File: src/design/coas_pkg.sv
// Package of shared types and constants for the CPU operand address sequencer.
package coas_pkg;

   localparam logic [15:0] PAGE_LOW_MASK  = 16'h00FF;
   localparam logic [15:0] PAGE_HIGH_MASK = 16'hFF00;

   typedef enum logic [2:0] {
      PHASE_IDLE   = 3'd0,
      PHASE_OP1    = 3'd1,
      PHASE_OP2    = 3'd2,
      PHASE_PTR_LO = 3'd3,
      PHASE_PTR_HI = 3'd4,
      PHASE_VALUE  = 3'd5
   } phase_type;

   typedef enum logic [3:0] {
      MODE_IMP = 4'd0,
      MODE_IMM = 4'd1,
      MODE_ZP  = 4'd2,
      MODE_ZPX = 4'd3,
      MODE_ZPY = 4'd4,
      MODE_REL = 4'd5,
      MODE_ABS = 4'd6,
      MODE_ABX = 4'd7,
      MODE_ABY = 4'd8,
      MODE_IND = 4'd9,
      MODE_IZX = 4'd10,
      MODE_IZY = 4'd11
   } mode_type;

   typedef enum logic [1:0] {
      STATUS_REQUEST    = 2'd0,
      STATUS_RESOLVED   = 2'd1,
      STATUS_UNEXPECTED = 2'd2
   } status_type;

   localparam logic ACTION_START = 1'b0;

   typedef struct packed {
      phase_type   phase;
      logic [3:0]  active_mode;
      logic [15:0] fetch_pc;
      logic [15:0] pointer;
      logic [15:0] work_address;
      logic [7:0]  latched_x;
      logic [7:0]  latched_y;
   } state_type;

   typedef struct packed {
      status_type  status;
      logic [15:0] request_address;
      logic [15:0] effective_address;
      logic [7:0]  operand_value;
      logic [7:0]  relative_offset;
      logic [15:0] next_pc;
   } result_type;

endpackage

File: src/design/cpu_operand_address_sequencer.sv
// Top level of the CPU operand address sequencer with its state and result registers.
// The result of an item is registered and valid in the cycle after the item is accepted.
// Throughput: one item per cycle; the step logic sits between the state registers
// and the result register, and an item is taken whenever the result register is
// empty or being emptied in the same cycle.
// Reset: synchronous, active high; the sequencer returns to idle with all state zero.
module cpu_operand_address_sequencer (
   input  logic        clock,
   input  logic        reset,
   input  logic        req_valid,
   output logic        req_ready,
   input  logic        req_action,
   input  logic [3:0]  req_mode,
   input  logic [15:0] req_operand_pc,
   input  logic [7:0]  req_index_x,
   input  logic [7:0]  req_index_y,
   input  logic [7:0]  req_read_data,
   output logic        rsp_valid,
   input  logic        rsp_ready,
   output logic [1:0]  rsp_status,
   output logic [15:0] rsp_request_address,
   output logic [15:0] rsp_effective_address,
   output logic [7:0]  rsp_operand_value,
   output logic [7:0]  rsp_relative_offset,
   output logic [15:0] rsp_next_pc
);

   coas_pkg::state_type  state_ff;
   coas_pkg::state_type  state_in;
   coas_pkg::result_type result_ff;
   coas_pkg::result_type result_in;
   logic                 rsp_valid_ff;
   logic                 rsp_valid_in;
   logic                 accept;

   coas_step u_step (
      .cur        (state_ff),
      .action     (req_action),
      .mode       (req_mode),
      .operand_pc (req_operand_pc),
      .index_x    (req_index_x),
      .index_y    (req_index_y),
      .read_data  (req_read_data),
      .nxt        (state_in),
      .res        (result_in)
   );

   assign req_ready    = !rsp_valid_ff || rsp_ready;
   assign accept       = req_valid && req_ready;
   assign rsp_valid_in = accept || (rsp_valid_ff && !rsp_ready);

   always_ff @(posedge clock) begin
      if (reset) begin
         state_ff.phase        <= coas_pkg::PHASE_IDLE;
         state_ff.active_mode  <= 4'd0;
         state_ff.fetch_pc     <= 16'd0;
         state_ff.pointer      <= 16'd0;
         state_ff.work_address <= 16'd0;
         state_ff.latched_x    <= 8'd0;
         state_ff.latched_y    <= 8'd0;
         rsp_valid_ff          <= 1'b0;
      end else begin
         rsp_valid_ff <= rsp_valid_in;
         if (accept) begin
            state_ff <= state_in;
         end
      end
   end

   always_ff @(posedge clock) begin
      if (accept) begin
         result_ff <= result_in;
      end
   end

   assign rsp_valid             = rsp_valid_ff;
   assign rsp_status            = result_ff.status;
   assign rsp_request_address   = result_ff.request_address;
   assign rsp_effective_address = result_ff.effective_address;
   assign rsp_operand_value     = result_ff.operand_value;
   assign rsp_relative_offset   = result_ff.relative_offset;
   assign rsp_next_pc           = result_ff.next_pc;

endmodule

File: src/design/coas_step.sv
// Combinational step logic: one item against the current state gives the next state and a result.
module coas_step (
   input  coas_pkg::state_type  cur,
   input  logic                 action,
   input  logic [3:0]           mode,
   input  logic [15:0]          operand_pc,
   input  logic [7:0]           index_x,
   input  logic [7:0]           index_y,
   input  logic [7:0]           read_data,
   output coas_pkg::state_type  nxt,
   output coas_pkg::result_type res
);

   logic [15:0] data_wide;
   logic [15:0] base;
   logic [7:0]  add;
   logic [15:0] addr;
   logic [1:0]  len;

   always_comb begin
      data_wide = {8'h00, read_data};
      base      = (cur.work_address & coas_pkg::PAGE_LOW_MASK) | {read_data, 8'h00};
      add       = 8'h00;
      addr      = 16'h0000;
      len       = 2'd0;
      nxt       = cur;
      res.status            = coas_pkg::STATUS_REQUEST;
      res.request_address   = 16'h0000;
      res.effective_address = 16'h0000;
      res.operand_value     = 8'h00;
      res.relative_offset   = 8'h00;
      res.next_pc           = 16'h0000;

      if (action == coas_pkg::ACTION_START) begin
         nxt.active_mode  = mode;
         nxt.fetch_pc     = operand_pc;
         nxt.latched_x    = index_x;
         nxt.latched_y    = index_y;
         nxt.pointer      = 16'h0000;
         nxt.work_address = 16'h0000;
         if (mode == coas_pkg::MODE_IMP || mode > coas_pkg::MODE_IZY) begin
            nxt.phase       = coas_pkg::PHASE_IDLE;
            res.status      = coas_pkg::STATUS_RESOLVED;
            res.next_pc     = operand_pc;
         end else begin
            nxt.phase           = coas_pkg::PHASE_OP1;
            res.request_address = operand_pc;
         end
      end else begin
         unique case (cur.phase)
            coas_pkg::PHASE_OP1: begin
               if (cur.active_mode == coas_pkg::MODE_IMM) begin
                  nxt.phase             = coas_pkg::PHASE_IDLE;
                  res.status            = coas_pkg::STATUS_RESOLVED;
                  res.effective_address = cur.fetch_pc;
                  res.operand_value     = read_data;
                  res.next_pc           = cur.fetch_pc + 16'd1;
               end else if (cur.active_mode == coas_pkg::MODE_REL) begin
                  nxt.phase           = coas_pkg::PHASE_IDLE;
                  res.status          = coas_pkg::STATUS_RESOLVED;
                  res.relative_offset = read_data;
                  res.next_pc         = cur.fetch_pc + 16'd1;
               end else if (cur.active_mode == coas_pkg::MODE_ZP
                            || cur.active_mode == coas_pkg::MODE_ZPX
                            || cur.active_mode == coas_pkg::MODE_ZPY) begin
                  if (cur.active_mode == coas_pkg::MODE_ZPX) begin
                     add = cur.latched_x;
                  end else if (cur.active_mode == coas_pkg::MODE_ZPY) begin
                     add = cur.latched_y;
                  end
                  nxt.work_address    = {8'h00, read_data + add};
                  nxt.phase           = coas_pkg::PHASE_VALUE;
                  res.request_address = {8'h00, read_data + add};
               end else if (cur.active_mode == coas_pkg::MODE_IZX
                            || cur.active_mode == coas_pkg::MODE_IZY) begin
                  if (cur.active_mode == coas_pkg::MODE_IZX) begin
                     add = cur.latched_x;
                  end
                  nxt.pointer         = {8'h00, read_data + add};
                  nxt.phase           = coas_pkg::PHASE_PTR_LO;
                  res.request_address = {8'h00, read_data + add};
               end else begin
                  nxt.work_address    = data_wide;
                  nxt.phase           = coas_pkg::PHASE_OP2;
                  res.request_address = cur.fetch_pc + 16'd1;
               end
            end
            coas_pkg::PHASE_OP2: begin
               if (cur.active_mode == coas_pkg::MODE_IND) begin
                  nxt.pointer         = base;
                  nxt.phase           = coas_pkg::PHASE_PTR_LO;
                  res.request_address = base;
               end else begin
                  if (cur.active_mode == coas_pkg::MODE_ABX) begin
                     add = cur.latched_x;
                  end else if (cur.active_mode == coas_pkg::MODE_ABY) begin
                     add = cur.latched_y;
                  end
                  addr                = base + {8'h00, add};
                  nxt.work_address    = addr;
                  nxt.phase           = coas_pkg::PHASE_VALUE;
                  res.request_address = addr;
               end
            end
            coas_pkg::PHASE_PTR_LO: begin
               nxt.work_address    = data_wide;
               nxt.phase           = coas_pkg::PHASE_PTR_HI;
               res.request_address = {cur.pointer[15:8], cur.pointer[7:0] + 8'd1};
            end
            coas_pkg::PHASE_PTR_HI: begin
               if (cur.active_mode == coas_pkg::MODE_IZY) begin
                  add = cur.latched_y;
               end
               addr                = base + {8'h00, add};
               nxt.work_address    = addr;
               nxt.phase           = coas_pkg::PHASE_VALUE;
               res.request_address = addr;
            end
            coas_pkg::PHASE_VALUE: begin
               if (cur.active_mode == coas_pkg::MODE_ABS
                   || cur.active_mode == coas_pkg::MODE_ABX
                   || cur.active_mode == coas_pkg::MODE_ABY
                   || cur.active_mode == coas_pkg::MODE_IND) begin
                  len = 2'd2;
               end else begin
                  len = 2'd1;
               end
               nxt.phase             = coas_pkg::PHASE_IDLE;
               res.status            = coas_pkg::STATUS_RESOLVED;
               res.effective_address = cur.work_address;
               res.operand_value     = read_data;
               res.next_pc           = cur.fetch_pc + {14'd0, len};
            end
            default: begin
               nxt.phase  = coas_pkg::PHASE_IDLE;
               res.status = coas_pkg::STATUS_UNEXPECTED;
            end
         endcase
      end
   end

endmodule
File: config.mk
export PLATFORM = sky130hd
export DESIGN_NAME = cpu_operand_address_sequencer
export DESIGN_NICKNAME = d
export VERILOG_FILES = /design/src/design/coas_pkg.sv /design/src/design/cpu_operand_address_sequencer.sv /design/src/design/coas_step.sv
export SDC_FILE = /design/constraint.sdc
export NUM_CORES = 1
export LEC_CHECK = 0
export BUFFER_PORTS_ARGS = -buffer_cell sky130_fd_sc_hd__buf_2
export CAP_MARGIN = 0
export CORE_MARGIN = 5
export CORE_UTILIZATION = 60
export DETAILED_ROUTE_END_ITERATION = 12
export GPL_TIMING_DRIVEN = 0
export HOLD_SLACK_MARGIN = 0.15
export PLACE_DENSITY = 0.82
export SLEW_MARGIN = 20
export SYNTH_ARGS = -nofsm -noshare
export SYNTH_HDL_FRONTEND = slang
export SYNTH_SLANG_ARGS = --single-unit
File: constraint.sdc
create_clock -name clock -period 4.5 [get_ports clock]
set_input_delay 0.675 -clock clock [delete_from_list [all_inputs] [get_ports clock]]
set_output_delay 0.675 -clock clock [all_outputs]
set_load 0.03 [all_outputs]
==> results.tsv <==
metric	value	unit
crit_start	state_ff[67]	
path_clk_slew	70	ps
leakage	0.004216	uW
dieArea	18890	sq um
worstRegToRegCells	12	
cap_viol_max_count	0	
rsz_0062_raised_after_global_routing	false	
first_iter_violations	2024	
cp.required	4660	ps
clk_path_buf_depth	2	
routed_wirelength	39620	um
synthXorXnorAreaFrac	4.225	%
tightest_slew	1107	ps
worst_setup_start_kind	register	
antennaDiodeCount	0	
synth_area	9743	sq um
avgViaCountPerCell	6.935	
number_of_enable_type_register_cells_in_the_synthesized_netlist	66	
first_pass_grt_wire_length	58310	um
layout-drive-gt1-share	14.75	%
drt.antenna.violating_nets	0	
grt_start_max_net_pins	46	
worst-path-max-fanout	10	
critPathArrivalTime	4480	ps
postCtsHoldBufs	0	
synth_compound_gate_area_share	25.79	%
worst_path_most_repeated_cell	a21oi_1	
f_max	231.7	MHz
die_w	137.4	um
detailroute.via_count	10760	
drtPass1Iterations	8	
reg2reg_from	state_ff[67]	
crit_path_top_delay_cell	a21oi_1	
synth_seq_cells	138	
placeableCoreArea	15890	sq um
io_pins	117	
synth-seq-area-share	35.14	%
floorplan.die.height	137.4	um
post_synth_num_cell_types	86	
share_of_flip_flops_with_an_asynchronous_set_or_reset_after_synthesis	0	%
grt_remaining_overflow	0	
synthSimpleGateAreaFrac	23.32	%
number_of_placed_instances_taps_included	1520	
min_period	4316	ps
dominant_combinational_cell_family_by_area_after_synthesis	compound AO/OA/AOI/OAI gates	
run_status	finished, final reports clean	
pre_cts_slack	3.064	ps
overall_fraction_of_global_route_tracks_in_use	41.87	%
finalCritPeriodShare	95.92	%
report.final.setup_viol	0	
cts_inserted_buffers	17	
synth_adder_area_share	5.907	%
post_layout_nonfiller_instances	1552	
finalCoreUtilization	70.60	%
warnings_synthesis	0	
drt-wirelength-per-cell	25.53	um
antenna_found_initial	1	
num_rows	46	
power_density	303.5	nW/um^2
timing.critical_path.cells	and3b_1, clkbuf_1, and3_1, ha_1, inv_1, fa_1, nor2b_1, o2111ai_1, a21oi_1, o221ai_1, a21oi_1, o21ai_0	
clock_sinks	138	
start_util	61.33	%
critical-path-max-stage-delay	690	ps
worstHoldStart	state_ff[45]	
syn-instance-count	1189	
hold_depth	2	
cts_tree	yes	
setup.worst_path.class	reg2reg	
detailedPlacementHpwl	29810	um
synthesis.area_per_instance	8.194	sq um
maxSlewHeadroom	24.26	%
clockRootBuffer	clkbuf_16	
final_net_count	1415	
min-delay-path-class	reg2reg	
clk-insertion-delay-late	440	ps
vdd_drop_max	0.2858	mV
flow.area_growth_from_synthesis	15.12	%
via_count_of_the_first_global_routing_pass	9728	
final.hold.worst_slack	463.3	ps
hold-path-endpoint	state_ff[45]	
synth_fp_nets	1281	
drc	0	
clock_tree.htree_level_count	4	
place_congestion	1.046	
setup_ws	183.6	ps
critical_path.endpoint_type	register	
ys_dominant_reg_cell	dfxtp_1	
final_max_slew_viol_count	0	
worst-r2r-setup-slack	180	ps
finalHoldViolations	0	
final.setup_skew	15.42	ps
buffer_ports.inserted	114	
reg2reg_to	rsp_request_address[8]	
synth.mux.area_fraction	0.8347	%
total_power	3404	uW
## per-stage QoR
step	instance area [sq um]	TNS [ps]
2_1_floorplan	9743	0
3_5_place_dp	10610	0
6_report	11220	0
4_1_cts	11210	0
3_3_place_gp	10580	-4165
5_1_grt	11220	0
## state kept, by name, indices dropped and copies added (netlist names)
| name | flops |
|---|---|
| state_ff | 71 |
| rsp_effective_address | 16 |
| rsp_next_pc | 16 |
| rsp_request_address | 16 |
| rsp_operand_value | 8 |
| rsp_relative_offset | 8 |
| rsp_status | 2 |
| rsp_valid | 1 |
## synthesized netlist by cell type, types with 9 or more instances
library cell | instances | area [sq um]
nand2_1 | 188 | 705.7
a21oi_1 | 106 | 530.5
nor2_1 | 77 | 289.0
dfxtp_1 | 72 | 1441
o21ai_0 | 68 | 340.3
edfxtp_1 | 66 | 1982
clkbuf_1 | 59 | 221.5
nand3_1 | 49 | 245.2
ha_1 | 38 | 475.5
a22oi_1 | 35 | 262.8
and2_1 | 30 | 187.7
inv_1 | 28 | 105.1
xnor2_1 | 26 | 227.7
and3_1 | 23 | 143.9
xor2_1 | 21 | 183.9
buf_2 | 19 | 95.09
a31oi_1 | 16 | 100.1
nor3_1 | 15 | 75.07
a22o_1 | 14 | 122.6
nand4_1 | 13 | 81.33
o211ai_1 | 12 | 90.09
a211oi_1 | 11 | 82.58
nor2b_1 | 11 | 68.82
o21a_1 | 10 | 75.07
o22ai_1 | 10 | 62.56
o221ai_1 | 9 | 78.83
## worst max path at each step
| stage | end | depth (start not counted) | slack [ps] |
|---|---|---|---|
| detailed placement | rsp_request_address[8] | 13 | 3 |
| finish | rsp_request_address[8] | 12 | 180 |
| floorplan | state_ff[31] | 8 | 680 |
| global placement | state_ff[21] | 8 | -300 |
| global route | rsp_request_address[8] | 12 | 180 |
| CTS | rsp_request_address[8] | 13 | 260 |
## final cells by class
type / count / area, sq um
inverter: 30 / 115.1
multi-input combinational: 938 / 5864
clock inverter: 10 / 101.3
sequential: 138 / 3423
tap: 216 / 270.3
clock buffer: 22 / 496.7
fill: 1305 / 4669
buffer: 83 / 354.1
timing repair buffer: 115 / 590.6
## power by group
group          internal [uW]  switching (uW)  total, uW
clock                    849             624       1470
sequential              1370            39.4       1410
combinational            143             377        520
## worst max-delay path: cells and delay by family (launching register included)
family          cells  cell delay, ps
flops               1             460
fa+ha+maj           2             630
simple gates        3             720
compound gates      5            1830
buf+inv             2             390
## layout by cell type (no fill, tap or decap), types with 19 or more instances in the layout
master     synthesis  layout
o21ai_0           68      68
a21oi_1          106     106
and2_1            30      30
clkbuf_16          0      19
xnor2_1           26      26
nand3_1           49      49
a22oi_1           35      35
and3_1            23      23
nor2_1            77      77
edfxtp_1          66      66
xor2_1            21      21
inv_1             28      27
nand2_1          188     188
ha_1              38      38
clkbuf_1          59      61
buf_2             19     133
dfxtp_1           72      72
## cell families (layout without fill, tap and decap cells)
kind of cell,after synthesis,in the layout
multiplexers,8,8
XOR/XNOR,47,47
adder cells (fa/ha/maj),43,43
buffers and inverters,113,260
flip-flops,138,138
AO/OA/AOI/OAI,375,375
AND/OR/NAND/NOR,465,465
## routing by layer
layer / track usage, % / share of wire (%)
met1: 54.74 / 36
met2: 61.39 / 43
met3: 10.92 / 13
met4: 26.55 / 7.9
met5: 0 / 0.030
## timing repair
| action | 4_1_cts | 5_1_grt |
|---|---|---|
| endpoints found under the setup margin | 1 | 1 |
| buffers inserted | 0 | 0 |
| resized for setup | 1 | 1 |
(Power assumes the default switching activity.)
